$ cat src/sv/ecf_pkg.sv
// Shared types, constants and the quarter-wave sine table for the easing-curve interpolator.
// Used by every module of the block; no dependencies of its own.
`default_nettype none
package ecf_pkg;

  localparam int FRAC_BITS   = 16;
  localparam int TICK_W      = 24;
  localparam int POS_W       = 16;
  localparam int KIND_W      = 4;
  localparam int SINE_DEPTH  = 256;
  localparam int SINE_LOG2   = $clog2(SINE_DEPTH);
  // input regs, decode, divider, bounce, two passes, three tail stages
  localparam int LATENCY     = FRAC_BITS + 10;

  typedef logic [FRAC_BITS:0] qval_t;
  localparam qval_t Q_ONE  = {1'b1, {FRAC_BITS{1'b0}}};
  localparam qval_t Q_HALF = {2'b01, {(FRAC_BITS - 1){1'b0}}};

  localparam longint unsigned HALF_PI_Q30 = 64'd1686629713;

  typedef enum logic [KIND_W-1:0] {
    CK_CONST, CK_LINEAR, CK_IN, CK_OUT, CK_INOUT, CK_INOUT_WEAK, CK_FAST,
    CK_FAST_WEAK, CK_BOUNCE, CK_BOUNCE_FAST, CK_BOUNCE_SLOW, CK_SINE, CK_SINE_EASED
  } curve_t;

  typedef enum logic [2:0] {OP_NONE, OP_QUAD, OP_INVQ, OP_S, OP_IQS} pass_op_t;

  typedef struct packed {
    logic [TICK_W-1:0]       tick_start;
    logic [TICK_W-1:0]       tick_end;
    logic [TICK_W-1:0]       tick_now;
    logic signed [POS_W-1:0] pos_start;
    logic signed [POS_W-1:0] pos_end;
    logic [KIND_W-1:0]       curve_kind;
  } in_t;

  typedef struct packed {
    logic signed [POS_W-1:0] position;
    logic                    bad_curve;
  } out_t;

  // control that travels with each transaction through the pipeline
  typedef struct packed {
    logic                    bad;
    logic                    early;
    logic                    use_end;
    logic signed [POS_W-1:0] pos_start;
    logic signed [POS_W-1:0] pos_end;
    pass_op_t                op1;
    pass_op_t                op2;
    logic                    bounce;
    logic                    sine;
    logic                    zero;
  } side_t;

  typedef qval_t sine_tab_t [0:SINE_DEPTH];

  // sin(pi/2 * k / depth) by Taylor series in Q2.30, rounded to Q(FRAC_BITS);
  // term n is divided by (2n)(2n+1), once a term reaches zero the rest stay zero
  function automatic sine_tab_t sine_build();
    sine_tab_t         tab;
    longint unsigned   x;
    longint unsigned   x2;
    longint unsigned   term;
    longint unsigned   v;
    longint            sum;
    for (int k = 0; k <= SINE_DEPTH; k++) begin
      x    = (longint'(k) * HALF_PI_Q30) >> SINE_LOG2;
      x2   = (x * x) >> 30;
      term = x;
      sum  = longint'(x);
      term = ((term * x2) >> 30) / 64'd6;   sum = sum - longint'(term);
      term = ((term * x2) >> 30) / 64'd20;  sum = sum + longint'(term);
      term = ((term * x2) >> 30) / 64'd42;  sum = sum - longint'(term);
      term = ((term * x2) >> 30) / 64'd72;  sum = sum + longint'(term);
      term = ((term * x2) >> 30) / 64'd110; sum = sum - longint'(term);
      term = ((term * x2) >> 30) / 64'd156; sum = sum + longint'(term);
      term = ((term * x2) >> 30) / 64'd210; sum = sum - longint'(term);
      term = ((term * x2) >> 30) / 64'd272; sum = sum + longint'(term);
      term = ((term * x2) >> 30) / 64'd342; sum = sum - longint'(term);
      term = ((term * x2) >> 30) / 64'd420; sum = sum + longint'(term);
      term = ((term * x2) >> 30) / 64'd506; sum = sum - longint'(term);
      term = ((term * x2) >> 30) / 64'd600; sum = sum + longint'(term);
      if (sum < 0) sum = 0;
      v = (longint'(sum) + (64'd1 << (29 - FRAC_BITS))) >> (30 - FRAC_BITS);
      if (v > longint'(Q_ONE)) v = longint'(Q_ONE);
      tab[k] = v[FRAC_BITS:0];
    end
    return tab;
  endfunction

  localparam sine_tab_t SINE_TAB = sine_build();

endpackage
`default_nettype wire

$ cat src/sv/ecf_div.sv
// Pipelined restoring divider: one quotient bit per stage, (an << FRAC_BITS) / ad with an < ad.
// Depends on ecf_pkg.
`default_nettype none
module ecf_div (
  input  wire logic                          clk,
  input  wire logic                          rst_n,
  input  wire logic                          in_vld,
  input  wire logic [ecf_pkg::TICK_W-1:0]    in_an,
  input  wire logic [ecf_pkg::TICK_W-1:0]    in_ad,
  input  wire ecf_pkg::side_t                in_side,
  output logic                               out_vld,
  output logic [ecf_pkg::FRAC_BITS-1:0]      out_quo,
  output ecf_pkg::side_t                     out_side
);

  localparam int NST = ecf_pkg::FRAC_BITS;
  localparam int TW  = ecf_pkg::TICK_W;

  logic                  vld_r  [0:NST-1];
  logic [TW-1:0]         rem_r  [0:NST-1];
  logic [TW-1:0]         ad_r   [0:NST-1];
  logic [NST-1:0]        quo_r  [0:NST-1];
  ecf_pkg::side_t        side_r [0:NST-1];

  for (genvar j = 0; j < NST; j++) begin : g_st
    logic                vld_src;
    logic [TW-1:0]       rem_src;
    logic [TW-1:0]       ad_src;
    logic [NST-1:0]      quo_src;
    ecf_pkg::side_t      side_src;
    logic [TW:0]         r2;
    logic [TW:0]         sub;
    logic                ge;

    if (j == 0) begin : g_first
      assign vld_src  = in_vld;
      assign rem_src  = in_an;
      assign ad_src   = in_ad;
      assign quo_src  = '0;
      assign side_src = in_side;
    end else begin : g_rest
      assign vld_src  = vld_r[j-1];
      assign rem_src  = rem_r[j-1];
      assign ad_src   = ad_r[j-1];
      assign quo_src  = quo_r[j-1];
      assign side_src = side_r[j-1];
    end

    assign r2  = {rem_src, 1'b0};
    assign ge  = r2 >= {1'b0, ad_src};
    assign sub = r2 - {1'b0, ad_src};

    always_ff @(posedge clk) begin
      if (!rst_n) begin
        vld_r[j] <= 1'b0;
      end else begin
        vld_r[j] <= vld_src;
      end
    end

    always_ff @(posedge clk) begin
      rem_r[j]  <= ge ? sub[TW-1:0] : r2[TW-1:0];
      ad_r[j]   <= ad_src;
      quo_r[j]  <= {quo_src[NST-2:0], ge};
      side_r[j] <= side_src;
    end
  end

  assign out_vld  = vld_r[NST-1];
  assign out_quo  = quo_r[NST-1];
  assign out_side = side_r[NST-1];

endmodule
`default_nettype wire

$ cat config.mk
export PLATFORM = sky130hd
export DESIGN_NAME = ecf_div
export DESIGN_NICKNAME = d
export VERILOG_FILES = /design/src/sv/ecf_pkg.sv /design/src/sv/ecf_div.sv
export SDC_FILE = /design/constraint.sdc
export NUM_CORES = 2
export LEC_CHECK = 0
export ABC_CLOCK_PERIOD_IN_PS = 2850
export BUFFER_PORTS_ARGS = -buffer_cell sky130_fd_sc_hd__buf_2
export CAP_MARGIN = 20
export CORE_MARGIN = 4
export CORE_UTILIZATION = 55
export DETAILED_ROUTE_END_ITERATION = 10
export GPL_TIMING_DRIVEN = 1
export PLACE_DENSITY = 0.75
export SLEW_MARGIN = 20
export SYNTH_ARGS = -nofsm -noshare
export SYNTH_HDL_FRONTEND = slang
export SYNTH_SLANG_ARGS = --single-unit
$ cat constraint.sdc
create_clock -name clk -period 2.85 [get_ports clk]
set_clock_uncertainty 0.05 [all_clocks]
set_input_delay 0 -clock clk [delete_from_list [all_inputs] [get_ports clk]]
set_output_delay 0 -clock clk [all_outputs]
set_load 0.01 [all_outputs]
# After elaboration in Yosys (flattened, before gate mapping)
# Memory sizes are Yosys's and may differ from the RTL's.
# Cells that the tools add are included.
dict set report totals {
  latch_bits 0
  ff_bits 0
  mem_bits_ro 0
  ramBits 1744
  mem_count 5
  output_inout_bits 61
}
dict set report classes {
  reduce_logical 0
  n_addsub 16
  mul 0
  n_lt_le_gt_ge 16
  mux 34
  bitwise_logic 16
  div_mod_pow 0
  n_eq_ne 0
  n_shift 0
}
# name words word_bits read_ports rd_clocked_by_memory_dff write_ports line
set memory_table {}
lappend memory_table {side_r 16 44 16 0 16 ecf_div.sv:23} ;# ecf_pkg::side_t side_r [0:NST-1];
lappend memory_table {ad_r 16 24 15 0 16 ecf_div.sv:21} ;# logic [TW-1:0] ad_r [0:NST-1];
lappend memory_table {rem_r 16 24 15 0 16 ecf_div.sv:20} ;# logic [TW-1:0] rem_r [0:NST-1];
lappend memory_table {quo_r 16 16 16 0 16 ecf_div.sv:22} ;# logic [NST-1:0] quo_r [0:NST-1];
lappend memory_table {vld_r 16 1 16 0 16 ecf_div.sv:19} ;# logic vld_r [0:NST-1];
# cell n
set op_table {}
lappend op_table {{>= comparator 25 x 24 -> 1 bit} 16}
lappend op_table {{two-way mux 24 bit} 16}
lappend op_table {{subtractor 24 bit} 16}
lappend op_table {{two-way mux 1 bit} 18}
lappend op_table {{bitwise OR 1 bit} 16}

# Longest topological paths before layout
# An unclocked memory read counts as a cell.
dict set report depth {
  ltp_word 3
  ltp_mapped 14
}

# Worst setup path after synthesis
# Ideal clock, no wire load.
dict set report synth_timing {
  kind {reg-to-reg}
  startpoint {memory ad_r[8][1] in the netlist's numbering}
  endpoint {memory rem_r[1][28] in the netlist's numbering}
  arrival_ns 2.986
  slack_ns -0.309
  t_required_ns 2.677
  path_stages_with_launch 13
  n_path_buf 1
  path_cell_list {dfxtp_1 > inv_1 > ha_1 > nor2b_1 > o31a_1 > o41a_1 > a2111o_1 > a21oi_1 > o21ai_1 > a31oi_2 > o21a_2 > buf_4 > mux2_1}
}
# element line
set synth_lines {}
lappend synth_lines {{from (decl)} ecf_div.sv:21}
lappend synth_lines {{to (decl)} ecf_div.sv:20}

==> results_dict.tcl <==
set metrics [dict create \
    dp_hpwl_um 76640 \
    hold_depth 4 \
    drt-initial-drc-count 1639 \
    dp_slack_ps -402.2 \
    worst_pin_slew_ps 520.1 \
    relSlewSlack_pct 64.43 \
    final-hold-violation-count 0 \
    worstPathArrival_ps 3850 \
    synthMostInstantiatedCell "dfxtp_1" \
    nFillCells 6382 \
    violations "setup timing" \
    syn_to_final_growth_pct 32.88 \
    grt_antenna_before_repair 0 \
    io-pin-count 156 \
    cts.sinks 1576 \
    totalWireLength_um 124000 \
    die_h_um 322.6 \
    synth_nets 5398 \
    cp-start-kind "flop" \
    die_area_mm2 0.1041 \
    num_vias 38140 \
    vdd_drop_max_v 0.0006598 \
    crit_path_max_fanout 6 \
    yosysTopAreaCell "dfxtp_1" \
    synth_area_mm2 0.05444 \
    yosys_warnings 0 \
    grt_usage_pct 22.91 \
    synth_area_leaders "dfxtp_1, ha_1, mux2_1, inv_1, xnor2_1" \
    first_pass_iters 5 \
    seq_area_frac_synth_pct 57.95 \
    r2r.worst_path.cells 14 \
    r2r_start "ad_r[10][1]" \
    clk_pin_slew_worst_paths_ps 70 \
    cts_buffers 155 \
    grt_max_degree 27 \
    setup_viol 204 \
    rows 115 \
    clock_latency_ps 780 \
    cts_max_path_buffers 3 \
    finalCritPeriodShare_pct 114.6 \
    avgSynthCellArea_um2 11.10 \
    critical_path_class "flop to flop" \
    worstPathRequired_ps 3430 \
    overflow 0 \
    maxCapViolCount 0 \
    cts_max_level 4 \
    drc_errors 0 \
    core_area_mm2 0.09828 \
    hold_class "input pin to flop" \
    min_from "in_an[15]" \
    reg2reg_slack_ps -420 \
    synth_edf_count 0 \
    ctsRootBufferMaster "clkbuf_16" \
    async_flop_share_pct 0 \
    port_buffers 155 \
    synth_top_area_share_pct 57.95 \
    worstReg2RegEnd "rem_r[1][92]" \
    grt_pass1_vias 39550 \
    power-per-cell-area_mw_per_mm2 1286 \
    wl_per_cell_um 16.87 \
    max_freq_mhz 306.2 \
    drive_gt1_share_pct 27.76 \
    worst_slack_ps -416.0 \
    rsz0062_at_grt "true" \
    stdcell_count 7354 \
    total_leakage_power_uw 0.03348 \
    synth_cell_types 96 \
    status "finished with violations" \
    yosys-top-cells-count "dfxtp_1, inv_1, ha_1" \
    min_period_ps 3266 \
    min_to "rem_r[0][16]" \
    routed_via_density 5.187 \
    grt_pass1_wl_um 193500 \
    cts_tree "yes" \
    fin_nets 6438 \
    syn_inst 4905 \
    dp.cells 6750 \
    final_antenna_net_count 0 \
    start_util_pct 55.40 \
    die-width_um 322.6 \
    ys_ff_latch 1576 \
    end_kind "flop" \
    diodes 0 \
    maxSlewViolCount 0 \
    synthFlopType "dfxtp_1" \
    finalWeightedCongestion 0.9324 \
]
worst max-delay path by stage:
stage | end | slack (ps) | start
after CTS | rem_r[1][134] | -370 | ad_r[12][1]
after floorplan | rem_r[1][28] | -230 | ad_r[8][1]
after global routing | rem_r[1][75] | -530 | ad_r[10][2]
after detailed placement | rem_r[1][27] | -400 | ad_r[8][1]
after global placement | rem_r[1][28] | -390 | ad_r[8][1]
final | rem_r[1][92] | -420 | ad_r[10][1]
through the flow:
stage	total power, uW	hold WS, ps	area [um^2]	TNS, ps	utilization, %
after global placement	61220	51.76	60710	-41240	61.77
final	93060	53.55	72340	-37330	73.61
after global routing	98310	61.52	72340	-62770	73.61
after detailed placement	62030	53.59	60710	-54190	61.77
after CTS	89540	1.427	70780	-32610	72.02
after floorplan	51880	-22.28	54990	-8594	-
per-layer routing:
metal / wire length (um) / up-vias / GRT usage [%]
met2: 65260 / 990 / 43.36
met4: 6598 / 0 / 12.05
li1: - / 18780 / -
met3: 4876 / 410 / 3.714
met5: 0 / - / 0
met1: 47300 / 17970 / 24.39
kinds of logic after synthesis:
logic type,share of synthesized area (%)
mux,4.771
compound gates,11.36
simple gates,8.018
flops,57.95
buf+inv,3.918
xor+xnor,4.633
fa+ha+maj,9.354
cells in the final DEF, fill, tap and decap left out, types with 54 or more instances in the layout:
master and instances:
inv_1 447, clkbuf_16 162, xor2_1 100, a21oi_1 259, a21o_1 156, o21ai_0 110
buf_2 155, dlygate4sd3_1 183, ha_1 326, xnor2_1 187, dfxtp_2 66, mux2_4 169
dfxtp_1 1508, o21ai_1 54, nor2_1 252, nand3_1 64, nand2_1 155, buf_4 510
where the power goes:
part	leakage, uW	switching [uW]	internal [uW]
clock network	0.00269	8580	12800
registers	0.0133	2590	26700
logic	0.0175	19400	23000
what timing repair did:
item                       CTS  global route
cloned                      27             5
hold buffers               183             0
resized for setup          335           385
pin swaps                  123           134
hold endpoints to repair   109             0
setup endpoints to repair  315           343
buffers inserted            89            61
cell type report:
class	instances	area, um^2	area share (%)
Sequential cell	1576	31640	43.74
Multi-Input combinational cell	2781	23580	32.60
Timing Repair Buffer	953	8214	11.35
Clock buffer	215	4497	6.216
Inverter	478	1802	2.491
Tap cell	1287	1610	2.226
Clock inverter	64	994.7	1.375
registers in the layout, summed over array words and instances, names as in the netlist:
name    count
quo_r     136
ad_r      360
vld_r      16
side_r    704
rem_r     360
critical path, stage by stage, from the launching register on:
cell,delay [ps]
dfxtp_2,340
inv_2,40
ha_4,210
nor2b_4,120
o21ai_2,210
a21boi_2,90
o31a_1,310
o31a_1,290
o211ai_1,330
a31oi_2,170
o211ai_1,210
a21o_1,190
buf_6,150
buf_16,140
mux2_4,290
Power figures use the tool's default switching activity.
