`src/sv/ecf_pkg.sv`:
```
// Shared types, constants and the quarter-wave sine table for the easing-curve interpolator.
// Used by every module of the block; no dependencies of its own.
`default_nettype none
package ecf_pkg;

  localparam int FRAC_BITS   = 16;
  localparam int TICK_W      = 24;
  localparam int POS_W       = 16;
  localparam int KIND_W      = 4;
  localparam int SINE_DEPTH  = 256;
  localparam int SINE_LOG2   = $clog2(SINE_DEPTH);
  // input regs, decode, divider, bounce, two passes, three tail stages
  localparam int LATENCY     = FRAC_BITS + 10;

  typedef logic [FRAC_BITS:0] qval_t;
  localparam qval_t Q_ONE  = {1'b1, {FRAC_BITS{1'b0}}};
  localparam qval_t Q_HALF = {2'b01, {(FRAC_BITS - 1){1'b0}}};

  localparam longint unsigned HALF_PI_Q30 = 64'd1686629713;

  typedef enum logic [KIND_W-1:0] {
    CK_CONST, CK_LINEAR, CK_IN, CK_OUT, CK_INOUT, CK_INOUT_WEAK, CK_FAST,
    CK_FAST_WEAK, CK_BOUNCE, CK_BOUNCE_FAST, CK_BOUNCE_SLOW, CK_SINE, CK_SINE_EASED
  } curve_t;

  typedef enum logic [2:0] {OP_NONE, OP_QUAD, OP_INVQ, OP_S, OP_IQS} pass_op_t;

  typedef struct packed {
    logic [TICK_W-1:0]       tick_start;
    logic [TICK_W-1:0]       tick_end;
    logic [TICK_W-1:0]       tick_now;
    logic signed [POS_W-1:0] pos_start;
    logic signed [POS_W-1:0] pos_end;
    logic [KIND_W-1:0]       curve_kind;
  } in_t;

  typedef struct packed {
    logic signed [POS_W-1:0] position;
    logic                    bad_curve;
  } out_t;

  // control that travels with each transaction through the pipeline
  typedef struct packed {
    logic                    bad;
    logic                    early;
    logic                    use_end;
    logic signed [POS_W-1:0] pos_start;
    logic signed [POS_W-1:0] pos_end;
    pass_op_t                op1;
    pass_op_t                op2;
    logic                    bounce;
    logic                    sine;
    logic                    zero;
  } side_t;

  typedef qval_t sine_tab_t [0:SINE_DEPTH];

  // sin(pi/2 * k / depth) by Taylor series in Q2.30, rounded to Q(FRAC_BITS);
  // term n is divided by (2n)(2n+1), once a term reaches zero the rest stay zero
  function automatic sine_tab_t sine_build();
    sine_tab_t         tab;
    longint unsigned   x;
    longint unsigned   x2;
    longint unsigned   term;
    longint unsigned   v;
    longint            sum;
    for (int k = 0; k <= SINE_DEPTH; k++) begin
      x    = (longint'(k) * HALF_PI_Q30) >> SINE_LOG2;
      x2   = (x * x) >> 30;
      term = x;
      sum  = longint'(x);
      term = ((term * x2) >> 30) / 64'd6;   sum = sum - longint'(term);
      term = ((term * x2) >> 30) / 64'd20;  sum = sum + longint'(term);
      term = ((term * x2) >> 30) / 64'd42;  sum = sum - longint'(term);
      term = ((term * x2) >> 30) / 64'd72;  sum = sum + longint'(term);
      term = ((term * x2) >> 30) / 64'd110; sum = sum - longint'(term);
      term = ((term * x2) >> 30) / 64'd156; sum = sum + longint'(term);
      term = ((term * x2) >> 30) / 64'd210; sum = sum - longint'(term);
      term = ((term * x2) >> 30) / 64'd272; sum = sum + longint'(term);
      term = ((term * x2) >> 30) / 64'd342; sum = sum - longint'(term);
      term = ((term * x2) >> 30) / 64'd420; sum = sum + longint'(term);
      term = ((term * x2) >> 30) / 64'd506; sum = sum - longint'(term);
      term = ((term * x2) >> 30) / 64'd600; sum = sum + longint'(term);
      if (sum < 0) sum = 0;
      v = (longint'(sum) + (64'd1 << (29 - FRAC_BITS))) >> (30 - FRAC_BITS);
      if (v > longint'(Q_ONE)) v = longint'(Q_ONE);
      tab[k] = v[FRAC_BITS:0];
    end
    return tab;
  endfunction

  localparam sine_tab_t SINE_TAB = sine_build();

endpackage
`default_nettype wire

```
`src/sv/ecf_pass.sv`:
```
// One easing pass over a Q1.16 value: quad, inverse quad, S curve, split inverse-quad S, or pass-through.
// Two register stages, one multiplier each. Depends on ecf_pkg.
`default_nettype none
module ecf_pass (
  input  wire logic               clk,
  input  wire logic               rst_n,
  input  wire logic               in_vld,
  input  wire ecf_pkg::qval_t     in_u,
  input  wire ecf_pkg::pass_op_t  in_op,
  input  wire ecf_pkg::side_t     in_side,
  output logic                    out_vld,
  output ecf_pkg::qval_t          out_u,
  output ecf_pkg::side_t          out_side
);

  localparam int FB = ecf_pkg::FRAC_BITS;
  localparam int W1 = 2 * FB + 4;
  localparam int W2 = 2 * FB + 5;

  // stage 1: first product
  logic [FB:0]         a_op;
  logic [FB+1:0]       b_op;
  logic [W1-1:0]       prod1;
  logic [W1-1:0]       rnd1;
  logic [FB+1:0]       two_u;
  logic                lo_nxt;
  ecf_pkg::qval_t      m1_nxt;

  logic                vld1_r;
  ecf_pkg::qval_t      m1_r;
  ecf_pkg::qval_t      u1_r;
  ecf_pkg::pass_op_t   op1_r;
  logic                lo1_r;
  ecf_pkg::side_t      side1_r;

  assign two_u  = {in_u, 1'b0};
  assign lo_nxt = in_u <= ecf_pkg::Q_HALF;

  always_comb begin
    a_op = '0;
    b_op = '0;
    unique case (in_op)
      ecf_pkg::OP_QUAD, ecf_pkg::OP_S: begin
        a_op = in_u;
        b_op = {1'b0, in_u};
      end
      ecf_pkg::OP_INVQ: begin
        a_op = in_u;
        b_op = {ecf_pkg::Q_ONE, 1'b0} - {1'b0, in_u};
      end
      ecf_pkg::OP_IQS: begin
        if (lo_nxt) begin
          a_op = two_u[FB:0];
          b_op = {ecf_pkg::Q_ONE, 1'b0} - two_u;
        end else begin
          a_op = two_u[FB:0] - ecf_pkg::Q_ONE;
          b_op = {1'b0, two_u[FB:0] - ecf_pkg::Q_ONE};
        end
      end
      default: begin
        a_op = '0;
        b_op = '0;
      end
    endcase
  end

  assign prod1  = W1'(a_op) * W1'(b_op);
  assign rnd1   = prod1 + W1'(ecf_pkg::Q_HALF);
  assign m1_nxt = rnd1[2*FB:FB];

  always_ff @(posedge clk) begin
    if (!rst_n) begin
      vld1_r <= 1'b0;
    end else begin
      vld1_r <= in_vld;
    end
  end

  always_ff @(posedge clk) begin
    m1_r    <= m1_nxt;
    u1_r    <= in_u;
    op1_r   <= in_op;
    lo1_r   <= lo_nxt;
    side1_r <= in_side;
  end

  // stage 2: S-curve second product, clamps and halving
  logic [FB+2:0]       b2;
  logic [W2-1:0]       prod2;
  logic [W2-1:0]       rnd2;
  logic [FB+4:0]       m2;
  ecf_pkg::qval_t      c1;
  ecf_pkg::qval_t      hq;
  ecf_pkg::qval_t      u2_nxt;

  logic                vld2_r;
  ecf_pkg::qval_t      u2_r;
  ecf_pkg::side_t      side2_r;

  assign b2    = ((FB + 3)'(3) << FB) - {1'b0, u1_r, 1'b0};
  assign prod2 = W2'(m1_r) * W2'(b2);
  assign rnd2  = prod2 + W2'(ecf_pkg::Q_HALF);
  assign m2    = rnd2[2*FB+4:FB];
  assign c1    = (m1_r > ecf_pkg::Q_ONE) ? ecf_pkg::Q_ONE : m1_r;
  assign hq    = (c1 + 1'b1) >> 1;

  always_comb begin
    unique case (op1_r)
      ecf_pkg::OP_QUAD, ecf_pkg::OP_INVQ: u2_nxt = c1;
      ecf_pkg::OP_S: u2_nxt = (m2 > (FB + 5)'(ecf_pkg::Q_ONE)) ? ecf_pkg::Q_ONE : m2[FB:0];
      ecf_pkg::OP_IQS: u2_nxt = lo1_r ? hq : hq + ecf_pkg::Q_HALF;
      default: u2_nxt = u1_r;
    endcase
  end

  always_ff @(posedge clk) begin
    if (!rst_n) begin
      vld2_r <= 1'b0;
    end else begin
      vld2_r <= vld1_r;
    end
  end

  always_ff @(posedge clk) begin
    u2_r    <= u2_nxt;
    side2_r <= side1_r;
  end

  assign out_vld  = vld2_r;
  assign out_u    = u2_r;
  assign out_side = side2_r;

endmodule
`default_nettype wire

```
`config.mk`:
```
export PLATFORM = sky130hd
export DESIGN_NAME = ecf_pass
export DESIGN_NICKNAME = d
export VERILOG_FILES = /design/src/sv/ecf_pkg.sv /design/src/sv/ecf_pass.sv
export SDC_FILE = /design/constraint.sdc
export NUM_CORES = 2
export LEC_CHECK = 0
export ABC_AREA = 1
export BUFFER_PORTS_ARGS = -buffer_cell sky130_fd_sc_hd__buf_2
export CAP_MARGIN = 10
export CELL_PAD_IN_SITES_DETAIL_PLACEMENT = 1
export CELL_PAD_IN_SITES_GLOBAL_PLACEMENT = 2
export CORE_MARGIN = 2
export CORE_UTILIZATION = 35
export DETAILED_ROUTE_END_ITERATION = 10
export PLACE_DENSITY = 0.89
export SLEW_MARGIN = 40
export SYNTH_ARGS = -nofsm -noshare
export SYNTH_HDL_FRONTEND = slang
export SYNTH_SLANG_ARGS = --single-unit
```
`constraint.sdc`:
```
create_clock -name clk -period 6.9 [get_ports clk]
set_input_delay 0.69 -clock clk [delete_from_list [all_inputs] [get_ports clk]]
set_output_delay 0.69 -clock clk [all_outputs]
set_load 0.02 [all_outputs]
```
Word level (Yosys, flattened, before mapping)

Cells that the tools add are included.

Bitwise logic cells: 0
Multiply operators: 2
Mux-type cells: 8
Magnitude comparators: 3
$add $sub $neg: 8
Equal/unequal tests: 8
Reductions and logical operators: 3
Div/mod/pow operators: 0
Shift operators: 0

Operators with widths:

| cell                                                                    | number |
|---|---|
| 17-bit 2-to-1 mux                                                       | 4 |
| 18-bit case mux with 3 select lines                                     | 1 |
| 17-bit case mux with 3 select lines                                     | 1 |
| 36-bit by 16-bit adder with 37-bit output, second input constant        | 1 |
| 17-bit by 19-bit multiplier with 36-bit output                          | 1 |
| 17-bit case mux with 2 select lines                                     | 1 |
| 33-bit by 16-bit adder with 33-bit output, second input constant        | 1 |
| 17-bit by 18-bit multiplier with 33-bit output                          | 1 |
| 21-bit by 17-bit > comparator with 1-bit output, second input constant  | 1 |
| 18-bit by 18-bit subtractor with 19-bit output, first input constant    | 1 |
| 18-bit 2-to-1 mux                                                       | 1 |
| 18-bit by 17-bit subtractor with 18-bit output, first input constant    | 1 |
| 18-bit subtractor, first input constant                                 | 1 |
| 16-bit by 16-bit adder with 17-bit output, second input constant        | 1 |
| 17-bit by 1-bit adder with 17-bit output, second input constant         | 1 |
| 17-bit > comparator, second input constant                              | 1 |
| 17-bit by 16-bit <= comparator with 1-bit output, second input constant | 1 |
| 17-bit subtractor, second input constant                                | 1 |
| 3-bit by 2-bit equality test with 1-bit output, second input constant   | 4 |
| 3-bit by 1-bit equality test with 1-bit output, second input constant   | 2 |
| 3-bit equality test, second input constant                              | 2 |
| 2-bit OR reduction                                                      | 2 |
| 3-bit OR reduction                                                      | 1 |

Word-level logic and storage cells: 59
Output and inout bits: 62
Input bits: 67
Bits in registers: 145
Latch bits: 0
Memory bits (writable): 0
Bits in read-only memories: 0
Memories: 0

Logic depth before layout (Yosys ltp)

Word-level depth: 6
Gate-level depth with buffers: 46
Mapped depth without buffers: 43

Worst setup path before layout

No wires, ideal clock.

Path kind: input port to flip-flop
Start point: in in_u[0]
End point: reg m1_r[9]
Data arrival time: 6.878 ns
Stages on the path: 34
Buffers on the path: 2
Required time: 6.773 ns
Slack: -0.105 ns
Setup time: 0.127 ns
Cell sequence: inv_1 > ha_1 > nand3_2 > nor3_4 > nand2_2 > nor2_4 > nand4_1 > nand2_1 > inv_2 > nor2_4 > buf_6 > o21ai_1 > nand2_1 > buf_2 > nand2_1 > fa_1 > inv_1 > fa_1 > inv_1 > fa_1 > inv_1 > fa_1 > inv_1 > fa_1 > inv_1 > fa_1 > ha_1 > a21oi_1 > inv_1 > a31oi_1 > o21ai_0 > a21oi_1 > o221ai_1 > xor2_1

Cells in the longest elaborated chain, start to end: 5
Elaborated cells on any way between the ends: 10
Classes of those cells: add/sub (4); mul (1); order compare (1); mux (4)

RTL lines:

| element                                                                                    | line           | source |
|---|---|---|
| start: declaration                                                                         | ecf_pass.sv:8  | `input wire ecf_pkg::qval_t in_u,` |
| 18-bit subtractor (tied with other cells)                                                  | ecf_pass.sv:54 | `b_op = {ecf_pkg::Q_ONE, 1'b0} - two_u;` |
| 18-bit 2-to-1 mux or 17-bit 2-to-1 mux (tied branches)                                     | ecf_pass.sv:52 | `if (lo_nxt) begin` |
| 18-bit case mux with 3 select lines or 17-bit case mux with 2 select lines (tied branches) | ecf_pass.sv:42 | `unique case (in_op)` |
| 17-bit by 18-bit multiplier with 33-bit output *                                           | ecf_pass.sv:67 | `assign prod1 = W1'(a_op) * W1'(b_op);` |
| 33-bit by 16-bit adder with 33-bit output *                                                | ecf_pass.sv:68 | `assign rnd1 = prod1 + W1'(ecf_pkg::Q_HALF);` |
| net rnd1[25]                                                                               | ecf_pass.sv:24 | `logic [W1-1:0] rnd1;` |
| end signal: assignment                                                                     | ecf_pass.sv:80 | `m1_r <= m1_nxt;` |
| end: declaration                                                                           | ecf_pass.sv:30 | `ecf_pkg::qval_t m1_r;` |

Mark *: on every way through the listed nets, which the timed path passes. The rest lies on a longest branch.
A chain may end at the register's enable or synchronous reset.

Final worst setup path

Start point: reg u1_r[2]
End point: reg u2_r[15], in the netlist out_u[15]

Cells in the longest elaborated chain, start to end: 6

RTL lines:

| element                                          | line            | source |
|---|---|---|
| start: declaration                               | ecf_pass.sv:31  | `ecf_pkg::qval_t u1_r;` |
| start signal: assignment                         | ecf_pass.sv:81  | `u1_r <= in_u;` |
| 18-bit by 18-bit subtractor with 19-bit output * | ecf_pass.sv:100 | `assign b2 = ((FB + 3)'(3) << FB) - {1'b0, u1_r, 1'b0};` |
| 17-bit by 19-bit multiplier with 36-bit output * | ecf_pass.sv:101 | `assign prod2 = W2'(m1_r) * W2'(b2);` |
| 36-bit by 16-bit adder with 37-bit output *      | ecf_pass.sv:102 | `assign rnd2 = prod2 + W2'(ecf_pkg::Q_HALF);` |
| 21-bit by 17-bit > comparator with 1-bit output  | ecf_pass.sv:110 | `ecf_pkg::OP_S: u2_nxt = (m2 > (FB + 5)'(ecf_pkg::Q_ONE)) ? ecf_pkg::Q_ONE : m2[FB:0];` |
| 17-bit 2-to-1 mux *                              | ecf_pass.sv:110 |  |
| 17-bit case mux with 3 select lines *            | ecf_pass.sv:108 | `unique case (op1_r)` |
| net u2_nxt[15]                                   | ecf_pass.sv:94  | `ecf_pkg::qval_t u2_nxt;` |
| end signal: assignment                           | ecf_pass.sv:125 | `u2_r <= u2_nxt;` |
| end: declaration                                 | ecf_pass.sv:97  | `ecf_pkg::qval_t u2_r;` |

Marked as above.

==> results.ini <==
[layout]
n_fill_cell=9013
antennaDiodeCount=0
area_delta_synth_final_pct=35.3
fin_nets=4872
drive_gt1_share_pct=31.3
final_cell_count_no_fill=5076

[synth]
seq_area_frac_synth_pct=11.0
avgSynthCellArea_um2=7.68
ys_ff_latch=145
synth_ff_type=dfxtp_1
yosys.area.top_type=fa_1
synthTopCellsByArea=fa_1, inv_1, ha_1
synth_cells=3436
ys_types=57
synth.cell_area_mm2=0.0264
yosys_warnings=0
yosysTopAreaCellShare_pct=36.2
synth_edf_count=0
async_flop_share_pct=0

[floorplanning]
core_region_area_mm2=0.0746
dieArea_mm2=0.0776
die_x_um=279
io_pins=129
start_util_pct=35.4
fp-row-count=100
die_y_um=279

[clocking]
worstSkewPairLatency_ns=0.45
cts_tree=done
numCtsBuffers=17
path_clk_slew_ns=0.08
clock-sinks=145
ctsHoldBuffers=0
cts_buffer_depth=2
h-tree-depth=4
clockRootBuffer=clkbuf_16

[route]
first_iter_violations=1476
vias_per_cell=4.98
dr_total_vias=25292
drc=0
drtPass1Iterations=6
final_antenna_net_count=0
wl_per_cell_um=21.0
drt_wl_total_mm=106

[setup_path]
cp.arrival_ns=7.85
critPathSlowestCell=fa_1
cp_max_fo=8
cp_top_family=adder cells
critPathKind=reg2reg
cp.required_ns=7.27
cp-end-kind=flop
path_depth=36
crit-reg2reg-launch=u1_r[2]$_DFF_P_
r2r_setup_slack_ns=-0.57
crit_path_start=u1_r[2]$_DFF_P_
r2r_end=out_u[15]$_DFF_P_
r2r.worst_path.cells=36
cp_common_cell=fa_1
cp-endpoint=out_u[15]$_DFF_P_
cp-start-kind=flop
crit_buf_inv=9
cpPeakStageDelay_ns=0.59

[sta]
period_needed_ns=7.47
final-max-slew-violation-count=0
finalCritPeriodShare_pct=108
worst_slack_ns=-0.575
tns_ns=-12.17
rsz0062_at_grt=yes
setup_violations=34
final-hold-violation-count=0
maxSlewHeadroom_pct=46.7
max_freq_ghz=0.134
skew_ns=0.0127
worst_pin_slew_ns=0.799

[place]
placedCellCount=4933
dp_hpwl_mm=83.3
routabilityCongestion=0.946
portBuffers=128
pre_cts_slack_ns=-1.15

[flow_run]
maxCapViolCount=0

[global_routing]
antenna_found_initial=1
grt_max_degree=29
grt_util_all_layers_pct=25.8
grt_pass1_vias=27919
overflow=0
grt_pass1_wl_mm=155

[min_path]
min-delay-path-class=reg2reg

[status]
failed_checks=negative setup slack
status=finished with violations

## per-stage QoR
step                      util [%]  hold slack, ns  area, µm²
after floorplan                  -           0.310      26500
after global placement        42.6           0.309      31800
after detailed placement      42.6           0.313      31800
after CTS                     45.6           0.322      34000
after global routing          47.9           0.325      35700
final                         47.9           0.323      35700
## worst min path at each step
| stage | endpoint | slack (ns) | start | depth (start not counted) |
|---|---|---|---|---|
| floorplan | out_side[0]$_DFF_P_ | 0.31 | side1_r[0]$_DFF_P_ | 0 |
| global placement | out_side[14]$_DFF_P_ | 0.31 | side1_r[14]$_DFF_P_ | 0 |
| detailed placement | out_side[15]$_DFF_P_ | 0.31 | side1_r[15]$_DFF_P_ | 0 |
| CTS | out_side[17]$_DFF_P_ | 0.32 | side1_r[17]$_DFF_P_ | 0 |
| global route | out_side[17]$_DFF_P_ | 0.32 | side1_r[17]$_DFF_P_ | 0 |
| finish | out_side[17]$_DFF_P_ | 0.32 | side1_r[17]$_DFF_P_ | 0 |
## layer usage
layer,vias to the layer above,track usage (%),routed length [µm]
li1,11395,-,-
met2,780,47.5,54700
met3,333,2.05,4590
met1,12782,30.8,40800
met5,-,0,13
met4,2,11.4,6370
## synthesized netlist by cell type, drive strengths merged, types with 2 or more instances
library cell,count
and2,4
nand3b,7
o21bai,5
dfxtp,145
nor3,36
o211ai,4
nand3,107
a21o,6
o21a,5
a21oi,107
nand2,671
o22ai,17
o221ai,3
a21boi,3
or2,4
fa,478
nand4,29
conb,2
nor4,3
xor2,25
clkbuf,65
ha,233
clkinv,9
a31oi,10
nor2,469
inv,896
o21ai,52
xnor2,11
buf,23
## worst register-to-register path: cells and delay by family (launching register included)
family          cells  cell delay, ns
buf+inv             9            1.15
compound gates      2            0.25
simple gates       18            2.29
flops               1            0.37
fa+ha+maj           7            3.33
## cell type report
class | instances | area (µm²) | share of cell area (%)
clock buffer | 19 | 453 | 1.27
clock inverter | 13 | 165 | 0.462
inverter | 905 | 3450 | 9.67
multi-input combinational | 2310 | 21900 | 61.4
sequential | 145 | 2920 | 8.16
timing repair buffer | 715 | 5610 | 15.7
tap | 969 | 1210 | 3.39
## registers in the layout, indices dropped and copies added, names as in the netlist
register / cells
out_vld: 1
op1_r: 3
vld1_r: 1
out_side: 44
out_u: 17
m1_r: 17
side1_r: 44
u1_r: 17
lo1_r: 1
## repair_timing
item	in CTS	in global routing
gates cloned	2	1
pin swaps	145	261
setup buffers	54	61
gates resized for setup	301	351
setup endpoints to repair	32	34
## cells in the final DEF (no fill, tap or decap), types with 9 or more instances in the layout
| cell type | netlist | final |
|---|---|---|
| inv_1 | 863 | 796 |
| nor3_1 | 25 | 14 |
| nor2_4 | 5 | 41 |
| nand3_2 | 14 | 21 |
| buf_12 | 1 | 26 |
| nor3_4 | 2 | 14 |
| nand2_4 | 4 | 43 |
| ha_4 | 0 | 32 |
| clkbuf_16 | 0 | 18 |
| a21oi_1 | 96 | 53 |
| nor2_1 | 454 | 391 |
| dfxtp_1 | 145 | 141 |
| inv_2 | 32 | 82 |
| xor2_1 | 25 | 17 |
| fa_2 | 0 | 18 |
| clkinv_1 | 9 | 9 |
| a21oi_2 | 11 | 45 |
| xnor2_1 | 11 | 9 |
| nand2_2 | 18 | 92 |
| nand3_1 | 93 | 73 |
| nand3_4 | 0 | 13 |
| buf_6 | 4 | 41 |
| ha_1 | 233 | 199 |
| o21ai_0 | 37 | 16 |
| o21ai_1 | 14 | 17 |
| buf_2 | 12 | 126 |
| nand4_1 | 28 | 28 |
| nor2_2 | 9 | 36 |
| conb_1 | 2 | 13 |
| inv_4 | 1 | 13 |
| fa_1 | 478 | 460 |
| o21ai_2 | 1 | 19 |
| nand2_1 | 649 | 535 |
| a21oi_4 | 0 | 9 |
| o22ai_1 | 17 | 12 |
| buf_4 | 5 | 515 |
## cell families after synthesis
logic type | count (synthesis) | share of synthesized area (%)
simple gates | 1331 | 21.2
buf+inv | 993 | 14.4
fa+ha+maj | 711 | 47.3
compound gates | 218 | 4.85
flops | 145 | 11.0
xor+xnor | 36 | 1.19
other cells | 2 | 0.0284
Power is not shown: default switching activity piles up to over one toggle a cycle in this logic, so the estimate is an artifact.
